### src/design/tcmos_pkg.sv
package tcmos_pkg;

  localparam int unsigned SAMPLE_COUNT_DEF = 10;
  localparam int unsigned RAW_W            = 10;
  localparam int unsigned SMP_W            = 8;
  localparam int unsigned CH_N             = 3;
  localparam int unsigned IN_TDATA_W       = 32;
  localparam int unsigned OUT_TDATA_W      = 24;
  localparam int unsigned WORD_W           = CH_N * SMP_W;

  // floor(x * 255 / 1023) as a reciprocal multiply with a rounding bias
  localparam int unsigned SCALE_MUL = 261375;
  localparam int unsigned SCALE_RND = 1024;
  localparam int unsigned SCALE_SH  = 20;
  localparam int unsigned PROD_W    = 28;

  typedef enum logic [3:0] {
    ST_IDLE,
    ST_SCALE,
    ST_WRITE,
    ST_RD_PIV,
    ST_LD_PIV,
    ST_RD_CMP,
    ST_CMP,
    ST_CHECK,
    ST_EMIT
  } state_t;

  function automatic logic [SMP_W-1:0] scale(input logic [RAW_W-1:0] x);
    logic [PROD_W-1:0] p;
    p = PROD_W'(x) * PROD_W'(SCALE_MUL) + PROD_W'(SCALE_RND);
    return p[SCALE_SH +: SMP_W];
  endfunction

endpackage

### src/design/tcmos_ram.sv
module tcmos_ram #(
  parameter int unsigned WIDTH = 8,
  parameter int unsigned DEPTH = 16
) (
  input  logic                     clk,
  input  logic                     we,
  input  logic [$clog2(DEPTH)-1:0] waddr,
  input  logic [WIDTH-1:0]         wdata,
  input  logic [$clog2(DEPTH)-1:0] raddr,
  output logic [WIDTH-1:0]         rdata
);

  logic [WIDTH-1:0] mem_r [DEPTH];
  logic [WIDTH-1:0] rd_data_r;

  always_ff @(posedge clk) begin
    if (we) begin
      mem_r[waddr] <= wdata;
    end
    rd_data_r <= mem_r[raddr];
  end

  assign rdata = rd_data_r;

endmodule

### src/design/three_channel_median_of_samples.sv
// Batch median of three light-sensor channels. Each input transaction carries three
// 10-bit readings (right, middle, left); each is scaled to 8 bits as floor(x*255/1023)
// by one shared multiplier, one channel per cycle, and stored in a small RAM. After an
// ordinary sample is accepted, in_tready stays low while it is scaled and written, so
// the next one waits for idle. When SAMPLE_COUNT samples are held, the block finds the
// median of each channel (the element at index SAMPLE_COUNT/2 of the ascending order,
// so the upper median for even counts) by ranking every stored sample against all
// others through one RAM read port and one three-lane comparator,
// then an emit step, held while the previous result still sits in the output register.
// One result transaction is then produced and a new batch starts. The output register
// lets the next sample be taken while a result waits.
module three_channel_median_of_samples #(
  parameter int unsigned SAMPLE_COUNT = tcmos_pkg::SAMPLE_COUNT_DEF
) (
  input  logic                               clk,
  input  logic                               rst_n,
  input  logic                               in_tvalid,
  output logic                               in_tready,
  // right_raw [9:0], middle_raw [19:10], left_raw [29:20], zero [31:30]
  input  logic [tcmos_pkg::IN_TDATA_W-1:0]   in_tdata,
  output logic                               out_tvalid,
  input  logic                               out_tready,
  // right_median [7:0], middle_median [15:8], left_median [23:16]
  output logic [tcmos_pkg::OUT_TDATA_W-1:0]  out_tdata
);

  localparam int unsigned AW     = $clog2(SAMPLE_COUNT);
  localparam int unsigned SMP_W  = tcmos_pkg::SMP_W;
  localparam int unsigned RAW_W  = tcmos_pkg::RAW_W;
  localparam int unsigned CH_N   = tcmos_pkg::CH_N;
  localparam int unsigned WORD_W = tcmos_pkg::WORD_W;
  localparam logic [AW-1:0] LAST_IDX = AW'(SAMPLE_COUNT - 1);
  localparam logic [AW-1:0] MED_IDX  = AW'(SAMPLE_COUNT / 2);

  tcmos_pkg::state_t state_r, state_nxt;

  logic [CH_N*RAW_W-1:0] raw_r;
  logic [1:0]            ch_r;
  logic [WORD_W-1:0]     smp_r;
  logic [AW-1:0]         cnt_r;
  logic [AW-1:0]         i_r;
  logic [AW-1:0]         j_r;
  logic [WORD_W-1:0]     piv_r;
  logic [AW-1:0]         rank_r [CH_N];
  logic [WORD_W-1:0]     med_r;
  logic                  out_valid_r;
  logic [WORD_W-1:0]     out_data_r;

  logic                  ram_we;
  logic [AW-1:0]         ram_raddr;
  logic [WORD_W-1:0]     ram_rdata;
  logic [RAW_W-1:0]      raw_sel;
  logic [SMP_W-1:0]      scaled;
  logic                  out_free;

  tcmos_ram #(
    .WIDTH (WORD_W),
    .DEPTH (SAMPLE_COUNT)
  ) u_store (
    .clk   (clk),
    .we    (ram_we),
    .waddr (cnt_r),
    .wdata (smp_r),
    .raddr (ram_raddr),
    .rdata (ram_rdata)
  );

  // shared scaling unit
  always_comb begin
    case (ch_r)
      2'd0:    raw_sel = raw_r[0 +: RAW_W];
      2'd1:    raw_sel = raw_r[RAW_W +: RAW_W];
      2'd2:    raw_sel = raw_r[2*RAW_W +: RAW_W];
      default: raw_sel = raw_r[0 +: RAW_W];
    endcase
    scaled = tcmos_pkg::scale(raw_sel);
  end

  assign out_free = !out_valid_r || out_tready;

  // next state
  always_comb begin
    state_nxt = state_r;
    unique case (state_r)
      tcmos_pkg::ST_IDLE:   if (in_tvalid) state_nxt = tcmos_pkg::ST_SCALE;
      tcmos_pkg::ST_SCALE:  if (ch_r == 2'd2) state_nxt = tcmos_pkg::ST_WRITE;
      tcmos_pkg::ST_WRITE: begin
        state_nxt = (cnt_r == LAST_IDX) ? tcmos_pkg::ST_RD_PIV : tcmos_pkg::ST_IDLE;
      end
      tcmos_pkg::ST_RD_PIV: state_nxt = tcmos_pkg::ST_LD_PIV;
      tcmos_pkg::ST_LD_PIV: state_nxt = tcmos_pkg::ST_RD_CMP;
      tcmos_pkg::ST_RD_CMP: state_nxt = tcmos_pkg::ST_CMP;
      tcmos_pkg::ST_CMP: begin
        state_nxt = (j_r == LAST_IDX) ? tcmos_pkg::ST_CHECK : tcmos_pkg::ST_RD_CMP;
      end
      tcmos_pkg::ST_CHECK: begin
        state_nxt = (i_r == LAST_IDX) ? tcmos_pkg::ST_EMIT : tcmos_pkg::ST_RD_PIV;
      end
      tcmos_pkg::ST_EMIT:   if (out_free) state_nxt = tcmos_pkg::ST_IDLE;
      default:              state_nxt = tcmos_pkg::ST_IDLE;
    endcase
  end

  // outputs of the sequencer
  always_comb begin
    in_tready = 1'b0;
    ram_we    = 1'b0;
    ram_raddr = j_r;
    unique case (state_r)
      tcmos_pkg::ST_IDLE:   in_tready = 1'b1;
      tcmos_pkg::ST_WRITE:  ram_we = 1'b1;
      tcmos_pkg::ST_RD_PIV: ram_raddr = i_r;
      default: begin
        in_tready = 1'b0;
      end
    endcase
  end

  always_ff @(posedge clk) begin
    if (!rst_n) begin
      state_r     <= tcmos_pkg::ST_IDLE;
      ch_r        <= '0;
      cnt_r       <= '0;
      i_r         <= '0;
      j_r         <= '0;
      out_valid_r <= 1'b0;
    end else begin
      state_r <= state_nxt;
      if (state_r == tcmos_pkg::ST_EMIT && out_free) begin
        out_valid_r <= 1'b1;
      end else if (out_tready) begin
        out_valid_r <= 1'b0;
      end
      case (state_r)
        tcmos_pkg::ST_IDLE: begin
          raw_r <= in_tdata[CH_N*RAW_W-1:0];
          ch_r  <= '0;
        end
        tcmos_pkg::ST_SCALE: begin
          for (int l = 0; l < CH_N; l++) begin
            if (ch_r == 2'(l)) begin
              smp_r[l*SMP_W +: SMP_W] <= scaled;
            end
          end
          ch_r <= ch_r + 2'd1;
        end
        tcmos_pkg::ST_WRITE: begin
          cnt_r <= (cnt_r == LAST_IDX) ? '0 : cnt_r + AW'(1);
          i_r   <= '0;
        end
        tcmos_pkg::ST_LD_PIV: begin
          piv_r <= ram_rdata;
          j_r   <= '0;
          for (int l = 0; l < CH_N; l++) begin
            rank_r[l] <= '0;
          end
        end
        tcmos_pkg::ST_CMP: begin
          // stable rank: smaller values, or equal values stored earlier
          for (int l = 0; l < CH_N; l++) begin
            if ((ram_rdata[l*SMP_W +: SMP_W] < piv_r[l*SMP_W +: SMP_W]) ||
                ((ram_rdata[l*SMP_W +: SMP_W] == piv_r[l*SMP_W +: SMP_W]) && (j_r < i_r))) begin
              rank_r[l] <= rank_r[l] + AW'(1);
            end
          end
          j_r <= j_r + AW'(1);
        end
        tcmos_pkg::ST_CHECK: begin
          for (int l = 0; l < CH_N; l++) begin
            if (rank_r[l] == MED_IDX) begin
              med_r[l*SMP_W +: SMP_W] <= piv_r[l*SMP_W +: SMP_W];
            end
          end
          i_r <= i_r + AW'(1);
        end
        tcmos_pkg::ST_EMIT: begin
          if (out_free) begin
            out_data_r <= med_r;
          end
        end
        default: begin
          ch_r <= ch_r;
        end
      endcase
    end
  end

  assign out_tvalid = out_valid_r;
  assign out_tdata  = out_data_r;

  // a new result only comes out of the emit step
  assert property (@(posedge clk) disable iff (!rst_n)
    (!out_tvalid ##1 out_tvalid) |-> $past(state_r == tcmos_pkg::ST_EMIT))
    else $error("result raised outside emit step");

  // sample count stays inside the batch
  assert property (@(posedge clk) disable iff (!rst_n)
    cnt_r <= LAST_IDX)
    else $error("sample count out of range");

  // a sort pass only starts with a full batch in the store
  assert property (@(posedge clk) disable iff (!rst_n)
    (state_r == tcmos_pkg::ST_WRITE && cnt_r == LAST_IDX) |=>
      (state_r == tcmos_pkg::ST_RD_PIV && i_r == '0 && cnt_r == '0))
    else $error("sort entered without a full batch");

endmodule

### config.mk
export PLATFORM = sky130hd
export DESIGN_NAME = three_channel_median_of_samples
export DESIGN_NICKNAME = d
export VERILOG_FILES = /design/src/design/tcmos_pkg.sv /design/src/design/tcmos_ram.sv /design/src/design/three_channel_median_of_samples.sv
export SDC_FILE = /design/constraint.sdc
export NUM_CORES = 1
export LEC_CHECK = 0
export BUFFER_PORTS_ARGS = -buffer_cell sky130_fd_sc_hd__clkbuf_2
export CORE_UTILIZATION = 57
export DETAILED_ROUTE_END_ITERATION = 6
export PLACE_DENSITY_LB_ADDON = 0.1
export SLEW_MARGIN = 20
export SYNTH_ARGS = -nofsm -noshare
export SYNTH_HDL_FRONTEND = slang
export SYNTH_SLANG_ARGS = --single-unit
export TNS_END_PERCENT = 30
### constraint.sdc
create_clock -name clk -period 13.15 [get_ports clk]
set_input_delay 0.6575 -clock clk [delete_from_list [all_inputs] [get_ports clk]]
set_output_delay 0.6575 -clock clk [all_outputs]
set_load 0.02 [all_outputs]
==> run_results.csv <==
group,metric,value,unit
yosys,ys.warnings.count,0,
floorplan,num_rows,67,
routing,routed-wl-met3,1983,µm
floorplan,ios,62,
yosys,ys_types,53,
yosys,synth-edff-count,378,
yosys,synth.largest_area_cell,"edfxtp_1",
critical_path,critical_path_class,"reg2reg",
yosys,synth_xor_area_share,0.9464,%
yosys,synthMuxAreaShare,2.633,%
floorplan,coreArea,33530,µm²
clock_network,cts_buffer_depth,3,
clock_network,clk_pin_slew_worst_paths,0.06,ns
clock_network,cts_resized,0,
clock_network,cts_made_buffers,42,
routing,drt-wirelength-per-cell,19.33,µm
floorplan,dieWidth,186.7,µm
yosys,synth_cells,1455,
yosys,synth_area_per_cell,13.36,µm²
final_layout,area_growth_syn_to_layout,11.54,%
routing,drt-initial-drc-count,883,
sta,setup-violations-final,0,
critical_path,cp-startpoint,"ch_r[0]",
yosys,synth_seq_cells,421,
yosys,synth-main-ff-cell,"edfxtp_1",
final_layout,n_antenna_cell,0,
critical_path,end_kind,"flop",
yosys,synthAdderAreaFrac,13.71,%
floorplan,dieArea,34840,µm²
sta,period_share,57.20,%
sta,clock.fmax,132.9,MHz
placed_design,post-dp-hpwl,24370,µm
critical_path,timing.rr.start,"ch_r[0]",
critical_path,required,13.44,ns
yosys,synth_top_family_by_area,"adder cells",
yosys,synthSimpleGateAreaFrac,9.406,%
final_layout,drive_gt1_share,10.27,%
critical_path,cp.arrival,7.81,ns
routing,antenna_left,0,
sta,tightestPinTransition,1.139,ns
clock_network,cts_tree,"done",
critical_path,reg2regPathDepth,21,
sta,grt_setup_unrepaired,"false",
final_layout,nets,1738,
outcome,status,"completed",
sta,clock_skew,0.03001,ns
hold_path,hp-class,"in2reg",
routing,via_per_inst,5.601,
routing,wirelength,38780,µm
clock_network,ctsHoldBuffers,0,
routing,wl_met2,18870,µm
yosys,synth_compound_area_share,6.290,%
yosys,async_flop_share,0,%
routing,drc,0,
sta,slew_headroom,24.09,%
global_routing,grt_pass1_wl,62070,µm
yosys,syn_area,19430,µm²
clock_network,clk_latency,0.56,ns
routing,met1Wirelength,16840,µm
critical_path,cp-start-kind,"flop",
routing,routed.top_layer,"met4",
global_routing,antenna_found_initial,0,
global_routing,grt_pass1_vias,11384,
yosys,synth-seq-area-share,62.83,%
floorplan,start_util,57.96,%
clock_network,cts_setup_buffers,0,
yosys,synthTopCellsByArea,"edfxtp_1, ha_1, fa_1",
placed_design,portBuffers,59,
flow_run,drv_cap,0,
critical_path,reg2reg_to,"smp_r[22]",
routing,dr.pass1.iters,5,
placed_design,globalplace.congestion,0.8138,
critical_path,crit_end,"smp_r[22]",
sta,fin_crit,7.522,ns
critical_path,path_max_fanout,22,
sta,hold_viol_final,0,
sta,finalSetupTns,0,ns
clock_network,cts_sinks,421,
global_routing,grtUsageTotal,23.04,%
critical_path,r2r_slack,5.63,ns
global_routing,grt_max_degree,73,
clock_network,h-tree-depth,2,
floorplan,die_y,186.7,µm
global_routing,overflow,0,
yosys,synth_fp_nets,1668,
clock_network,cts_root_buf,"clkbuf_16",
yosys,yosys.area.top_type_share,58.40,%
routing,vias,11236,
sta,slew_viol_final,0,
sequential cells by signal (all words and copies together) (netlist names):
signal         cells
u_store.mem_r    240
piv_r             24
u_store.rdata     24
i_r                4
med_r             24
out_tdata         24
smp_r             24
rank_r            12
state_r            4
cnt_r              4
raw_r             30
ch_r               2
j_r                4
out_tvalid         1
through the flow:
step / cells / hold slack [ns] / worst slack (ns) / util [%] / cell area (µm²)
global placement: 1929 / 0.4013 / 5.760 / 60.65 / 20340
CTS: 2006 / 0.2561 / 5.617 / 64.63 / 21670
detailed placement: 1929 / 0.4056 / 5.673 / 60.65 / 20340
finish: 2006 / 0.2790 / 5.628 / 64.65 / 21680
floorplan: 1455 / 0.4003 / 6.427 / - / 19430
global route: 2006 / 0.2601 / 5.078 / 64.65 / 21680
critical path, stage by stage, from the launching register on:
cell	delay [ns]
dfxtp_1	0.34
inv_1	0.09
ha_1	0.71
nor2_1	0.10
a21oi_1	0.49
inv_1	0.18
fa_1	0.46
inv_1	0.25
fa_1	0.55
fa_1	0.57
inv_1	0.07
fa_1	0.49
fa_1	0.56
inv_1	0.04
ha_1	0.33
and3_1	0.23
nand2b_1	0.10
or3_1	0.38
a311oi_1	0.52
o21ai_0	0.16
a21oi_1	0.18
xor2_1	0.47
placed cells by master (no fill, tap or decap), types with 6 or more instances in the layout:
cell	netlist	final
edfxtp_1	378	378
nand2_1	179	179
inv_1	153	153
ha_1	117	117
nand3_1	71	71
fa_1	60	60
clkbuf_2	0	59
mux2i_1	50	48
o21ai_0	46	46
a21oi_1	43	43
dfxtp_1	43	43
clkbuf_16	0	42
nor2_1	36	33
nand4_1	33	33
a32oi_1	24	24
buf_4	2	21
clkbuf_1	32	15
nor2b_1	14	14
a311oi_1	14	14
xnor2_1	11	11
a22oi_1	10	10
xor2_1	10	10
nand2b_1	10	10
a21o_1	9	9
clkinv_1	0	9
and3_1	8	8
o21a_1	8	8
nor3_1	15	8
nor3_2	0	7
and2_1	6	6
Yosys cell counts (33+ instances only):
| master | number |
|---|---|
| mux2i_1 | 50 |
| nand4_1 | 33 |
| nand3_1 | 71 |
| o21ai_0 | 46 |
| ha_1 | 117 |
| inv_1 | 153 |
| fa_1 | 60 |
| edfxtp_1 | 378 |
| nor2_1 | 36 |
| nand2_1 | 179 |
| a21oi_1 | 43 |
| dfxtp_1 | 43 |
worst min-delay path by stage:
stage                       from       endpoint  depth (start not counted)
floorplan               med_r[0]   out_tdata[0]                          0
global placement       med_r[19]  out_tdata[19]                          0
detailed placement      med_r[0]   out_tdata[0]                          0
CTS                 in_tdata[27]      raw_r[27]                          1
global route        in_tdata[22]      raw_r[22]                          1
finish              in_tdata[28]      raw_r[28]                          1
routing by layer:
metal / up-vias / global-route usage [%]
met2: 279 / 38.32
met3: 68 / 4.081
li1: 5384 / -
met5: - / 0
met4: 0 / 7.692
met1: 5505 / 30.84
logic make-up after synthesis:
logic type | count (synthesis)
adder cells (fa/ha/maj) | 177
multiplexers | 51
XOR/XNOR | 21
buffers and inverters | 207
AND/OR/NAND/NOR | 392
flip-flops | 421
AO/OA/AOI/OAI | 186
layout make-up:
type / count / area (µm²)
timing repair buffer: 80 / 452.9
fill: 2506 / 11850
clock buffer: 59 / 1135
tap: 448 / 560.5
multi-input combinational: 827 / 6545
sequential: 421 / 12210
inverter: 153 / 574.3
clock inverter: 18 / 198.9
Power is not shown: default switching activity piles up to over one toggle a cycle in this logic, so the estimate is an artifact.
